`src/tsg_pkg.sv`:
```
// Shared types and constants for the trapezoid step generator.
package tsg_pkg;

	localparam int unsigned CountW = 24;
	localparam int unsigned VelW   = 32;
	localparam int unsigned DeltaW = 25;
	localparam int unsigned QuoW   = 2 * VelW - (VelW + 1);
	localparam int unsigned DivN   = QuoW;
	localparam int unsigned SqrtN  = VelW;
	localparam int unsigned CntW   = 6;
	localparam int unsigned AddrW  = 4;
	localparam int unsigned OutW   = 72;

	typedef enum logic [1:0] {
		OP_TICK  = 2'd0,
		OP_START = 2'd1,
		OP_ABORT = 2'd2,
		OP_NONE  = 2'd3
	} op_t;

	typedef enum logic [1:0] {
		REG_START_VEL = 2'd0,
		REG_MAX_VEL   = 2'd1,
		REG_ACCEL     = 2'd2,
		REG_INVERT    = 2'd3
	} reg_idx_t;

	typedef enum logic [5:0] {
		ST_IDLE = 6'b000001,
		ST_MUL  = 6'b000010,
		ST_DIV  = 6'b000100,
		ST_MUL2 = 6'b001000,
		ST_SQRT = 6'b010000,
		ST_FIN  = 6'b100000
	} state_t;

	typedef struct packed {
		logic in_load;
		logic sq_load;
		logic div_step;
		logic mul2_load;
		logic sqrt_step;
		logic commit;
		logic out_load;
	} cmd_t;

	typedef struct packed {
		logic is_start;
		logic zero_len;
		logic triangle;
	} stat_t;

	typedef struct packed {
		logic [VelW-1:0] start_vel;
		logic [VelW-1:0] max_vel;
		logic [VelW-1:0] accel;
		logic            invert;
	} cfg_t;

endpackage

```
`src/tsg_regs.sv`:
```
// Configuration register file behind the APB-style port.
module tsg_regs import tsg_pkg::*; (
	input  logic             clk,
	input  logic             arst_n,
	input  logic             psel,
	input  logic             penable,
	input  logic             pwrite,
	input  logic [AddrW-1:0] paddr,
	input  logic [31:0]      pwdata,
	output logic [31:0]      prdata,
	output cfg_t             cfg
);

	cfg_t     cfg_q;
	reg_idx_t idx;

	assign idx = reg_idx_t'(paddr[AddrW-1:2]);
	assign cfg = cfg_q;

	always_ff @(posedge clk or negedge arst_n) begin
		if (!arst_n) begin
			cfg_q.start_vel <= '0;
			cfg_q.max_vel   <= '0;
			cfg_q.accel     <= VelW'(1);
			cfg_q.invert    <= 1'b0;
		end else if (psel && penable && pwrite) begin
			unique case (idx)
				REG_START_VEL: cfg_q.start_vel <= pwdata;
				REG_MAX_VEL:   cfg_q.max_vel   <= pwdata;
				REG_ACCEL:     cfg_q.accel     <= pwdata;
				REG_INVERT:    cfg_q.invert    <= pwdata[0];
				default:       cfg_q.invert    <= cfg_q.invert;
			endcase
		end
	end

	always_comb begin
		unique case (idx)
			REG_START_VEL: prdata = cfg_q.start_vel;
			REG_MAX_VEL:   prdata = cfg_q.max_vel;
			REG_ACCEL:     prdata = cfg_q.accel;
			REG_INVERT:    prdata = {31'd0, cfg_q.invert};
			default:       prdata = '0;
		endcase
	end

endmodule

```
`src/tsg_ctrl.sv`:
```
// Controller: item sequencing, plan iterations and output word handshake.
module tsg_ctrl import tsg_pkg::*; (
	input  logic  clk,
	input  logic  arst_n,
	input  logic  s_tvalid,
	output logic  s_tready,
	output logic  m_tvalid,
	input  logic  m_tready,
	input  stat_t stat,
	output cmd_t  cmd
);

	state_t          state_q;
	logic [CntW-1:0] cnt_q;
	logic            ovalid_q;
	logic            out_free;
	logic            accept;

	assign out_free = !ovalid_q || m_tready;
	assign s_tready = (state_q == ST_IDLE) && out_free;
	assign accept   = s_tvalid && s_tready;
	assign m_tvalid = ovalid_q;

	always_comb begin
		cmd = '0;
		unique case (state_q)
			ST_IDLE: begin
				cmd.in_load  = accept;
				cmd.out_load = accept && !(stat.is_start && !stat.zero_len);
			end
			ST_MUL:  cmd.sq_load = 1'b1;
			ST_DIV:  cmd.div_step = 1'b1;
			ST_MUL2: cmd.mul2_load = 1'b1;
			ST_SQRT: cmd.sqrt_step = 1'b1;
			ST_FIN: begin
				cmd.commit   = out_free;
				cmd.out_load = out_free;
			end
			default: cmd = '0;
		endcase
	end

	always_ff @(posedge clk or negedge arst_n) begin
		if (!arst_n) begin
			state_q  <= ST_IDLE;
			cnt_q    <= '0;
			ovalid_q <= 1'b0;
		end else begin
			if (cmd.out_load) ovalid_q <= 1'b1;
			else if (m_tready) ovalid_q <= 1'b0;
			unique case (state_q)
				ST_IDLE: if (accept && stat.is_start && !stat.zero_len) state_q <= ST_MUL;
				ST_MUL: begin
					cnt_q   <= '0;
					state_q <= ST_DIV;
				end
				ST_DIV: begin
					cnt_q <= cnt_q + 1'b1;
					if (cnt_q == CntW'(DivN - 1)) begin
						// quotient complete on entry to ST_MUL2, where the triangle check is made
						state_q <= ST_MUL2;
					end
				end
				ST_MUL2: begin
					cnt_q   <= '0;
					state_q <= stat.triangle ? ST_SQRT : ST_FIN;
				end
				ST_SQRT: begin
					cnt_q <= cnt_q + 1'b1;
					if (cnt_q == CntW'(SqrtN - 1)) state_q <= ST_FIN;
				end
				ST_FIN: if (out_free) state_q <= ST_IDLE;
				default: state_q <= ST_IDLE;
			endcase
		end
	end

endmodule

```
`src/tsg_dp.sv`:
```
// Datapath: profile state, tick update, divider and square root for planning.
module tsg_dp import tsg_pkg::*; (
	input  logic              clk,
	input  logic              arst_n,
	input  cfg_t              cfg,
	input  logic [1:0]        op_in,
	input  logic [DeltaW-1:0] delta_in,
	input  cmd_t              cmd,
	output stat_t             stat,
	output logic [OutW-1:0]   out_word
);

	logic [VelW-1:0]   cur_q, phase_q, peak_q, pos_q;
	logic [CountW-1:0] steps_q, target_q, adist_q;
	logic              fwd_q, busy_q;

	logic [QuoW-1:0]   quo_q;
	logic [VelW-1:0]   drem_q;
	logic [2*VelW-1:0] rad_q;
	logic [VelW+1:0]   srem_q;
	logic [VelW-1:0]   root_q;
	logic [OutW-1:0]   out_q;

	logic [VelW-1:0]   a, floor_v;
	op_t               op;
	logic              neg;
	logic [DeltaW-1:0] mag25;
	logic [CountW-1:0] mag;

	// next-state values
	logic [VelW-1:0]   n_cur, n_phase, n_peak, n_pos;
	logic [CountW-1:0] n_steps, n_target, n_adist;
	logic              n_fwd, n_busy, n_pulse, n_done;

	logic [VelW:0]     vt, sum;
	logic [VelW:0]     dt;
	logic [VelW+3:0]   sr, trial;
	logic [2*VelW-1:0] sq;
	logic [VelW+CountW-1:0] p2;

	assign a       = (cfg.accel != '0) ? cfg.accel : VelW'(1);
	assign floor_v = (cfg.start_vel != '0) ? cfg.start_vel : VelW'(1);
	assign op      = op_t'(op_in);
	assign neg     = delta_in[DeltaW-1];
	assign mag25   = neg ? (~delta_in + 1'b1) : {1'b0, delta_in[DeltaW-2:0]};
	assign mag     = mag25[DeltaW-1] ? {CountW{1'b1}} : mag25[CountW-1:0];

	assign stat.is_start = (op == OP_START);
	assign stat.zero_len = (mag == '0);
	assign stat.triangle = ({quo_q, 1'b0} > (QuoW + 1)'(target_q));

	assign sq = cfg.max_vel * cfg.max_vel;
	assign p2 = a * {target_q[CountW-1:1], 1'b0};
	assign dt = {drem_q, quo_q[QuoW-1]};
	assign sr = {srem_q, rad_q[2*VelW-1 -: 2]};
	assign trial = {2'b00, root_q, 2'b01};

	always_comb begin
		n_cur = cur_q; n_phase = phase_q; n_peak = peak_q; n_pos = pos_q;
		n_steps = steps_q; n_target = target_q; n_adist = adist_q;
		n_fwd = fwd_q; n_busy = busy_q; n_pulse = 1'b0; n_done = 1'b0;
		vt = '0; sum = '0;
		if (cmd.in_load) begin
			unique case (op)
				OP_START: begin
					n_cur = '0; n_phase = '0; n_steps = '0; n_adist = '0;
					n_peak = '0; n_busy = 1'b0; n_target = '0;
					n_fwd = !neg;
					if (mag != '0) n_target = mag;
				end
				OP_ABORT: begin
					n_cur = '0; n_phase = '0; n_steps = '0; n_target = '0;
					n_adist = '0; n_peak = '0; n_busy = 1'b0;
				end
				OP_TICK: if (busy_q) begin
					if (steps_q <= adist_q) begin
						vt = {1'b0, cur_q} + {1'b0, a};
						if (vt > {1'b0, peak_q}) vt = {1'b0, peak_q};
					end else if (steps_q <= target_q - adist_q) begin
						vt = {1'b0, peak_q};
					end else begin
						vt = (cur_q > a) ? {1'b0, cur_q - a} : '0;
					end
					if (vt < {1'b0, floor_v}) vt = {1'b0, floor_v};
					n_cur = vt[VelW-1:0];
					sum = {1'b0, phase_q} + {1'b0, n_cur};
					n_pulse = sum[VelW];
					n_phase = sum[VelW-1:0];
					if (n_pulse) begin
						n_pos   = fwd_q ? pos_q + 1'b1 : pos_q - 1'b1;
						n_steps = steps_q + 1'b1;
						if (n_steps >= target_q) begin
							n_done = 1'b1; n_busy = 1'b0;
							n_cur = '0; n_phase = '0;
						end
					end
				end
				default: n_busy = busy_q;
			endcase
		end else if (cmd.commit) begin
			if (stat.triangle) begin
				n_adist = {1'b0, target_q[CountW-1:1]};
				n_peak  = root_q;
			end else begin
				n_adist = quo_q[CountW-1:0];
				n_peak  = cfg.max_vel;
			end
			n_cur  = cfg.start_vel;
			n_busy = 1'b1;
		end
	end

	always_ff @(posedge clk or negedge arst_n) begin
		if (!arst_n) begin
			cur_q <= '0; phase_q <= '0; peak_q <= '0; pos_q <= '0;
			steps_q <= '0; target_q <= '0; adist_q <= '0;
			fwd_q <= 1'b1; busy_q <= 1'b0;
		end else begin
			cur_q <= n_cur; phase_q <= n_phase; peak_q <= n_peak; pos_q <= n_pos;
			steps_q <= n_steps; target_q <= n_target; adist_q <= n_adist;
			fwd_q <= n_fwd; busy_q <= n_busy;
		end
	end

	// divider: floor((vmax^2 >> 33) / a), one quotient bit per cycle
	always_ff @(posedge clk) begin
		if (cmd.sq_load) begin
			quo_q  <= sq[2*VelW-1 -: QuoW];
			drem_q <= '0;
		end else if (cmd.div_step) begin
			if (dt >= {1'b0, a}) begin
				drem_q <= VelW'(dt - {1'b0, a});
				quo_q  <= {quo_q[QuoW-2:0], 1'b1};
			end else begin
				drem_q <= dt[VelW-1:0];
				quo_q  <= {quo_q[QuoW-2:0], 1'b0};
			end
		end
	end

	// square root of low32(a * (d with bit 0 cleared)) << 32, two radicand bits per cycle
	always_ff @(posedge clk) begin
		if (cmd.mul2_load) begin
			rad_q  <= {p2[VelW-1:0], {VelW{1'b0}}};
			srem_q <= '0;
			root_q <= '0;
		end else if (cmd.sqrt_step) begin
			rad_q <= {rad_q[2*VelW-3:0], 2'b00};
			if (sr >= trial) begin
				srem_q <= (VelW + 2)'(sr - trial);
				root_q <= {root_q[VelW-2:0], 1'b1};
			end else begin
				srem_q <= sr[VelW+1:0];
				root_q <= {root_q[VelW-2:0], 1'b0};
			end
		end
	end

	always_ff @(posedge clk) begin
		if (cmd.out_load)
			out_q <= {4'd0, n_cur, n_pos, n_done, n_busy, n_fwd ^ cfg.invert, n_pulse};
	end

	assign out_word = out_q;

endmodule

```
`src/trapezoid_step_generator.sv`:
```
// Top level of the trapezoid step generator.
// One stepper axis. Input words on s_*: s_tuser carries the opcode (tick, start,
// abort), s_tdata the signed step delta of a start. Every input word gives one
// output word on m_*: step pulse, direction pin, moving, move done, position
// and velocity, showing the state after the word.
// Tick, abort and no-op words need no planning; a word can be accepted every
// cycle while the output side keeps up, since the result is registered.
// A start with a nonzero delta plans the profile in the states ST_MUL
// (multiply), ST_DIV (divider steps, one quotient bit each), ST_MUL2
// (multiply), then ST_SQRT (square root) for a triangle profile only, and
// ST_FIN (commit), which loads the output word once it is free. No input
// is taken during planning. When m_tready is low the output word holds and
// s_tready drops until it is taken. Reset clears the move, position and
// registers (accel to 1) and sets the direction forward. Registers must be
// written over APB only while idle; the block itself does not enforce this.
module trapezoid_step_generator import tsg_pkg::*; (
	input  logic             clk,
	input  logic             arst_n,
	input  logic             s_tvalid,
	output logic             s_tready,
	input  logic [31:0]      s_tdata,  // [24:0] move_delta
	input  logic [1:0]       s_tuser,  // [1:0] opcode
	output logic             m_tvalid,
	input  logic             m_tready,
	// [0] step_pulse, [1] direction_pin, [2] moving, [3] move_done,
	// [35:4] position, [67:36] velocity
	output logic [OutW-1:0]  m_tdata,
	input  logic             psel,
	input  logic             penable,
	input  logic             pwrite,
	input  logic [AddrW-1:0] paddr,
	input  logic [31:0]      pwdata,
	output logic [31:0]      prdata,
	output logic             pready
);

	cfg_t  cfg;
	cmd_t  cmd;
	stat_t stat;

	assign pready = 1'b1;

	tsg_regs u_regs (
		.clk(clk), .arst_n(arst_n), .psel(psel), .penable(penable),
		.pwrite(pwrite), .paddr(paddr), .pwdata(pwdata), .prdata(prdata), .cfg(cfg)
	);

	tsg_ctrl u_ctrl (
		.clk(clk), .arst_n(arst_n), .s_tvalid(s_tvalid), .s_tready(s_tready),
		.m_tvalid(m_tvalid), .m_tready(m_tready), .stat(stat), .cmd(cmd)
	);

	tsg_dp u_dp (
		.clk(clk), .arst_n(arst_n), .cfg(cfg), .op_in(s_tuser),
		.delta_in(s_tdata[DeltaW-1:0]), .cmd(cmd), .stat(stat), .out_word(m_tdata)
	);

endmodule
```
`config.mk`:
```
export PLATFORM = sky130hd
export DESIGN_NAME = trapezoid_step_generator
export DESIGN_NICKNAME = d
export VERILOG_FILES = /design/src/tsg_pkg.sv /design/src/tsg_regs.sv /design/src/tsg_ctrl.sv /design/src/tsg_dp.sv /design/src/trapezoid_step_generator.sv
export SDC_FILE = /design/constraint.sdc
export NUM_CORES = 2
export LEC_CHECK = 0
export ABC_AREA = 1
export BUFFER_PORTS_ARGS = -buffer_cell sky130_fd_sc_hd__buf_2
export CAP_MARGIN = 10
export CORE_MARGIN = 1.5
export CORE_UTILIZATION = 60
export DETAILED_ROUTE_END_ITERATION = 6
export GPL_TIMING_DRIVEN = 0
export PLACE_DENSITY = 0.87
export SYNTH_ARGS = -nofsm -noshare
export SYNTH_HDL_FRONTEND = slang
export SYNTH_HIERARCHICAL = 1
export SYNTH_SLANG_ARGS = --single-unit
```
`constraint.sdc`:
```
create_clock -name clk -period 30.1 [get_ports clk]
set_input_delay 6.02 -clock clk [delete_from_list [all_inputs] [get_ports clk]]
set_output_delay 6.02 -clock clk [all_outputs]
set_load 0.01 [all_outputs]
```
==> flow_metrics.tcl <==
set metrics [dict create \
    largest_register_ffs 97 \
    cts_buffer_depth 3 \
    critPathMaxStageDelay_ns 1.11 \
    setup.worst_path.end_class "register" \
    yosys_warnings 6 \
    drt_wl_total_mm 297 \
    ys_types 67 \
    path_buf_inv 9 \
    synth_edf_count 130 \
    antenna_found_initial 20 \
    placedCellCount 12600 \
    cts_made_buffers 59 \
    std_cell_rows 136 \
    grt_overflow 0 \
    ys_seq_area_frac 0.165 \
    insertion_delay_ns 0.68 \
    cap_violations 0 \
    syn_avg_cell_area_um2 7.79 \
    critPathSlowestCell "nor2_1" \
    status "complete, but fails checks" \
    holdCritPathClass "register to register" \
    violations "DRC" \
    fin_skew_ns 0.0419 \
    cts_tree "yes" \
    drive_gt1_frac 0.0400 \
    gr-usage-all-layers 0.422 \
    finalNetCount 12900 \
    async_reset_ff_frac 0.578 \
    layout_commonest_cell "nand2_1" \
    synthFlopType "dfrtp_1" \
    initial_core_util 0.604 \
    fin_tns_setup_ns 0 \
    nFillCells 11700 \
    fp.dieH_um 374 \
    ios 184 \
    syn_inst 10600 \
    timing.final.max_slew_violations 0 \
    io_buffers 169 \
    ctsResizeCount 0 \
    dpl_cell_area_um2 86100 \
    cts_root_buf "clkbuf_16" \
    fmax_mhz 64.7 \
    drc 9 \
    vias 75800 \
    max_slew.worst_pin.slew_ns 1.47 \
    grt_max_degree 121 \
    drtAntennaViolNets 0 \
    dp_hpwl_mm 241 \
    grt_pass1_wl_mm 446 \
    setup.worst_path.class "register to register" \
    grt_pass1_vias 76100 \
    cp_common_cell "nand2_1" \
    core-area_um2 137000 \
    cts-hold-fix-buffers 0 \
    path_clk_slew_ns 0.06 \
    setup_violations 0 \
    drt_iter0_drc 8836 \
    gp_congestion 1.09 \
    routedWlPerCell_um 23.4 \
    final.period_utilization 0.514 \
    min_period_ns 15.47 \
    viasPerCell 5.96 \
    rsz0062_at_grt "false" \
    crit_path_start_kind "register" \
    report.final.hold_viol_count 0 \
    cp_top_family "simple AND/OR/NAND/NOR gates" \
    fp.dieW_um 374 \
    die-area_um2 140000 \
    first_pass_iters 7 \
    stdcell_count 12700 \
    syn_area_um2 82800 \
    ctsHtreeMaxLevel 2 \
    cp_max_fo 10 \
    arrival_ns 16.04 \
    post-cts-setup-buffers 0 \
    synth-seq-cells 540 \
    fin_area_um2 88300 \
    relSlewSlack 0.0167 \
    required_ns 30.68 \
    mostFrequentLayoutCells "nand2_1, inv_1, fa_1, ha_1, nor2_1" \
    clock-sinks 540 \
    area_growth_pct 6.61 \
]
-- layer usage --
metal / wire length [µm] / global-route usage / vias up
met5: 387 / 0.00961 / -
met4: 27400 / 0.308 / 38
met3: 37100 / 0.125 / 1455
met2: 128000 / 0.640 / 4984
met1: 105000 / 0.510 / 36300
li1: - / - / 33000
-- tightest hold or removal path, stage by stage (launching register included) --
cell	delay (ns)
dfxtp_1	0.33
nand2_1	0.07
nand2_1	0.04
-- cells by family after synthesis --
group,Yosys count,share of synthesized area
AND/OR/NAND/NOR,3662,0.179
buffers and inverters,2894,0.133
adder cells (fa/ha/maj),1936,0.399
AO/OA/AOI/OAI,1287,0.0919
flip-flops,540,0.165
XOR/XNOR,302,0.0320
other,2,0.0000907
-- stage by stage --
step	setup slack (ns)	hold WS, ns	util
global route	14.40	0.510	0.643
detailed placement	14.42	0.459	0.628
CTS	14.35	0.482	0.643
global placement	14.60	0.462	0.626
floorplan	17.42	0.440	-
finish	14.63	0.486	0.643
-- area by class of cell --
cell class	count	area (µm²)	share of cell area
Timing Repair Buffer	180	1070	0.0122
Buffer	435	1780	0.0202
Sequential cell	540	13700	0.155
Clock inverter	35	439	0.00498
Antenna cell	15	37.5	0.000425
Tap cell	1794	2240	0.0254
Clock buffer	77	1650	0.0187
Inverter	2459	9230	0.105
Multi-Input combinational cell	7192	58100	0.659
-- path summary, 6_finish.rpt --
path	from	endpoint	slack (ns)	cells after the start
worst max-delay path	u_regs/cfg[15]	u_dp/steps_q[21]	14.63	61
worst max register to register	u_regs/cfg[15]	u_dp/steps_q[21]	14.63	61
max in group asynchronous	arst_n	u_dp/phase_q[22]	23.15	3
worst min register to register	u_dp/srem_q[27]	u_dp/srem_q[27]	0.49	2
worst min-delay path	u_dp/srem_q[27]	u_dp/srem_q[27]	0.49	2
min in group asynchronous	arst_n	u_ctrl/cnt_q[0]	5.33	1
-- synthesized netlist by cell type, drive strengths merged (66+ instances only) --
master | instances | area share
edfxtp | 130 | 0.047
o22ai | 111 | 0.0085
dfxtp | 98 | 0.024
clkbuf | 349 | 0.016
xor2 | 174 | 0.018
xnor2 | 128 | 0.014
o21ai | 336 | 0.020
fa | 1172 | 0.28
nand3 | 276 | 0.017
ha | 764 | 0.12
dfrtp | 309 | 0.093
nand4 | 66 | 0.0050
nand2 | 2613 | 0.12
o211ai | 82 | 0.0074
nor3 | 71 | 0.0044
nor2 | 498 | 0.023
inv | 2454 | 0.11
a21oi | 483 | 0.029
buf | 86 | 0.0057
Power is left out: the tool's default activity adds up to more than one toggle a clock period on the data nets, which glitch-free logic cannot reach.
